File: src/rtl/kmer_count_table_with_degree_defines.svh
// Assertion macros for the k-mer count table back end.
// Depends on nothing; included by modules that assert.
`ifndef KMER_COUNT_TABLE_WITH_DEGREE_DEFINES_SVH
`define KMER_COUNT_TABLE_WITH_DEGREE_DEFINES_SVH
`define KCT_ASSERT_IMPL(label, clk, rst_n, ante, cons, msg) \
  label: assert property (@(posedge clk) disable iff (!rst_n) (ante) |-> (cons)) \
    else $error(msg);
`define KCT_ASSERT_NEXT(label, clk, rst_n, ante, cons, msg) \
  label: assert property (@(posedge clk) disable iff (!rst_n) (ante) |=> (cons)) \
    else $error(msg);
`endif

File: src/rtl/kct_pkg.sv
// Types and constants for the k-mer count table.
// Depends on nothing.
package kct_pkg;
  localparam logic [1:0] REQ_ADD = 2'd0;
  localparam logic [1:0] REQ_LOOKUP = 2'd1;
  localparam logic [1:0] REQ_DEGREE = 2'd2;
  localparam logic [1:0] REQ_ERASE = 2'd3;
  localparam logic [2:0] ST_OK = 3'd0;
  localparam logic [2:0] ST_FULL = 3'd1;
  localparam logic [2:0] ST_ZERO = 3'd2;
  localparam logic [2:0] ST_MISSING = 3'd3;
  localparam logic [2:0] ST_SAT = 3'd4;
  localparam int KEY_W = 62;
  localparam int AMT_W = 32;

  typedef struct packed {
    logic [1:0] req_type;
    logic [KEY_W-1:0] kmer;
    logic [AMT_W-1:0] amount;
  } item_t;

  typedef enum logic [2:0] {
    BK_IDLE, BK_CLEAR, BK_SCAN, BK_PROBE, BK_DONE
  } bk_state_t;
endpackage

File: src/rtl/kct_front.sv
// Front end: takes in items, masks the key and holds them in a two-entry queue.
// Depends on kct_pkg.
module kct_front #(
  parameter int KMER_LEN = 31
) (
  input  logic clk,
  input  logic rst_n,
  input  logic push,
  input  logic [1:0] req_type,
  input  logic [kct_pkg::KEY_W-1:0] kmer,
  input  logic [kct_pkg::AMT_W-1:0] amount,
  input  logic pop,
  output logic full,
  output logic avail,
  output kct_pkg::item_t head
);
  localparam int KB = 2 * KMER_LEN;
  kct_pkg::item_t q_r [2];
  logic [1:0] cnt_r, cnt_nxt;
  logic wp_r, rp_r;
  kct_pkg::item_t it;
  always_comb begin
    it.req_type = req_type;
    it.amount = amount;
    it.kmer = '0;
    it.kmer[KB-1:0] = kmer[KB-1:0];
  end
  assign full = cnt_r == 2'd2;
  assign avail = cnt_r != 2'd0;
  assign head = q_r[rp_r];
  always_comb cnt_nxt = cnt_r + 2'(push) - 2'(pop);
  always_ff @(posedge clk) begin
    if (!rst_n) begin
      cnt_r <= '0;
      wp_r <= 1'b0;
      rp_r <= 1'b0;
    end else begin
      cnt_r <= cnt_nxt;
      if (push) wp_r <= ~wp_r;
      if (pop) rp_r <= ~rp_r;
    end
    if (push) q_r[wp_r] <= it;
  end
endmodule

File: config.mk
export PLATFORM = sky130hd
export DESIGN_NAME = kct_front
export DESIGN_NICKNAME = d
export VERILOG_FILES = /design/src/rtl/kmer_count_table_with_degree_defines.svh /design/src/rtl/kct_pkg.sv /design/src/rtl/kct_front.sv
export SDC_FILE = /design/constraint.sdc
export NUM_CORES = 1
export LEC_CHECK = 0
export ABC_AREA = 0
export BUFFER_PORTS_ARGS = -buffer_cell sky130_fd_sc_hd__buf_2
export CAP_MARGIN = 20
export CORE_UTILIZATION = 56
export DETAILED_ROUTE_END_ITERATION = 12
export PLACE_DENSITY = 0.86
export SYNTH_ARGS = -nofsm -noshare
export SYNTH_HDL_FRONTEND = slang
export SYNTH_SLANG_ARGS = --single-unit
File: constraint.sdc
create_clock -name clk -period 14.5 [get_ports clk]
set_input_delay 1.45 -clock clk [delete_from_list [all_inputs] [get_ports clk]]
set_output_delay 1.45 -clock clk [all_outputs]
set_load 0.01 [all_outputs]
==> flow_metrics.tcl <==
set metrics [dict create \
    clock_skew_ps 5.27 \
    die_y_um 117 \
    dr.pass1.iters 4 \
    hold_buffers 0 \
    initial_core_util 0.578 \
    fp.dieArea_sq_um 13600 \
    hold_start "rp_r$_SDFFE_PN0P_" \
    dp.cells 681 \
    crit_path_end_kind "output pin" \
    rsz0062_at_grt "false" \
    wl_um 12600 \
    grt_usage 0.185 \
    numPortBuffers 197 \
    tns_ps 0 \
    syn_inst 320 \
    report.final.slew_viol_count 0 \
    clock-root-buffer "clkbuf_16" \
    clk_latency_ps 430 \
    grt_max_degree 59 \
    ys_ff_latch 197 \
    final_common_cell "buf_2" \
    num-fill-cells 789 \
    min_period_ps 4040 \
    vias 3639 \
    fp-row-count 41 \
    power.density_nw_per_um2 141 \
    wire_per_inst_um 17.6 \
    most-common-layout-cells "buf_2, edfxtp_1, mux2_2" \
    die_w_um 117 \
    area_growth_pct 23.7 \
    crit_required_ps 13050 \
    r2r-start "wp_r$_SDFFE_PN0P_" \
    peakVddDrop_v 0.0000872 \
    yosys_warnings 0 \
    ant_nets 0 \
    overflow 0 \
    drive_gt1_frac 0.613 \
    ys_types 16 \
    grt_antenna_before_repair 1 \
    grt_pass1_vias 3585 \
    cts_setup_buffers 0 \
    hold_class "reg2reg" \
    cts-resized-gates 0 \
    grt_pass1_wl_um 17800 \
    cts_tree "done" \
    cts.sinks 197 \
    post_drt_via_cell_ratio 5.09 \
    synth_fp_nets 422 \
    synth_area_sq_um 7360 \
    arrival_ps 2590 \
    max_cap_viol_count 0 \
    worst_slew_pin_slew_ps 853 \
    syn_avg_cell_area_sq_um 23.0 \
    setup_viol 0 \
    coreArea_sq_um 12700 \
    startpoint_type "register" \
    max-clock-path-buffers 2 \
    slew_headroom 0.432 \
    fmax_ghz 0.247 \
    clk_pin_slew_ps 60 \
    htree_levels 4 \
    leakagePower_nw 3.52 \
    drt_iter0_drc 209 \
    ios 198 \
    cp_max_fo 53 \
    dp_hpwl_um 8160 \
    final_nets 631 \
    hold_viol 0 \
    cts_buffers 17 \
    final_cells 715 \
    drcViolationCount 0 \
    critical_path_class "reg2out" \
    gp_congestion 0.674 \
    status "finished, final reports clean" \
    ys_seq_area_frac 0.797 \
    min_period_over_period 0.279 \
]
==> through the flow <==
step | worst slack (ps) | util | power [W] | cell area [sq um] | hold WS, ps
2_1_floorplan | 8270 | - | 0.000767 | 7360 | 555
3_3_place_gp | 10860 | 0.665 | 0.000811 | 8460 | 560
3_5_place_dp | 10770 | 0.665 | 0.000817 | 8460 | 565
4_1_cts | 10440 | 0.713 | 0.00129 | 9070 | 590
5_1_grt | 10350 | 0.715 | 0.00132 | 9090 | 617
6_report | 10460 | 0.715 | 0.00128 | 9100 | 580
==> worst paths after layout <==
kind                                to  cells past startpoint  slack (ps)
hold / removal                register                      2         580
hold reg to reg               register                      2         580
setup reg to reg  q_r[0][34]$_DFFE_PP_                      3       12330
setup / recovery               head[3]                      3       10460
==> logic make-up (layout without fill, tap and decap cells) <==
family	count (synthesis)	in the layout	share of synthesized area
DFF	197	197	0.797
and+or+nand+nor	9	9	0.00765
buffers and inverters	13	235	0.0189
other	0	1	0
xor gates and xnor gates	2	2	0.00425
adders and majority gates	2	2	0.00340
muxes	96	96	0.167
AOI/OAI and AO/OA	1	1	0.00102
==> critical path, stage by stage, from the launching register on <==
cell     delay (ps)
dfxtp_4         770
buf_4           760
mux2_2          420
buf_2           150
==> cell type report <==
cell class | instances | area (sq um) | area share
Inverter | 2 | 7.51 | 0.000825
Clock inverter | 15 | 179 | 0.0197
Sequential cell | 197 | 5870 | 0.645
Tap cell | 172 | 215 | 0.0237
Antenna cell | 1 | 2.50 | 0.000275
Clock buffer | 17 | 425 | 0.0468
Timing Repair Buffer | 201 | 1040 | 0.114
Multi-Input combinational cell | 110 | 1360 | 0.150
==> cells in the mapped netlist <==
master	n	area, sq um
buf_12	4	80.1
inv_1	2	7.51
and2_1	4	25.0
mux2_4	40	601
buf_6	1	11.3
edfxtp_1	192	5770
mux2_2	56	631
xor2_1	1	8.76
ha_1	2	25.0
dfxtp_1	5	100
buf_8	1	15.0
buf_2	5	25.0
nor2b_1	4	25.0
o21a_1	1	7.51
xnor3_1	1	22.5
or2_2	1	6.26
==> sequential cells by signal, indices dropped and copies added (netlist names), named ones only <==
register	count
cnt_r	2
q_r	192
wp_r	1
rp_r	1
==> layer usage <==
metal  up-vias  track usage  part of all wire
li1       1683            -                 -
met1      1776        0.212              0.39
met2       155        0.310              0.51
met3        25       0.0664             0.078
met4         0       0.0878             0.020
met5         -            0                 0
==> where the power goes <==
group	internal (W)	switching, W	leakage, nW
combinational	0.0000699	0.0000635	1.39
sequential	0.000658	0.0000132	1.84
clock	0.000273	0.000201	0.288
total	0.00100	0.000278	3.52
No activity file was read; power rests on OpenSTA's default activity.
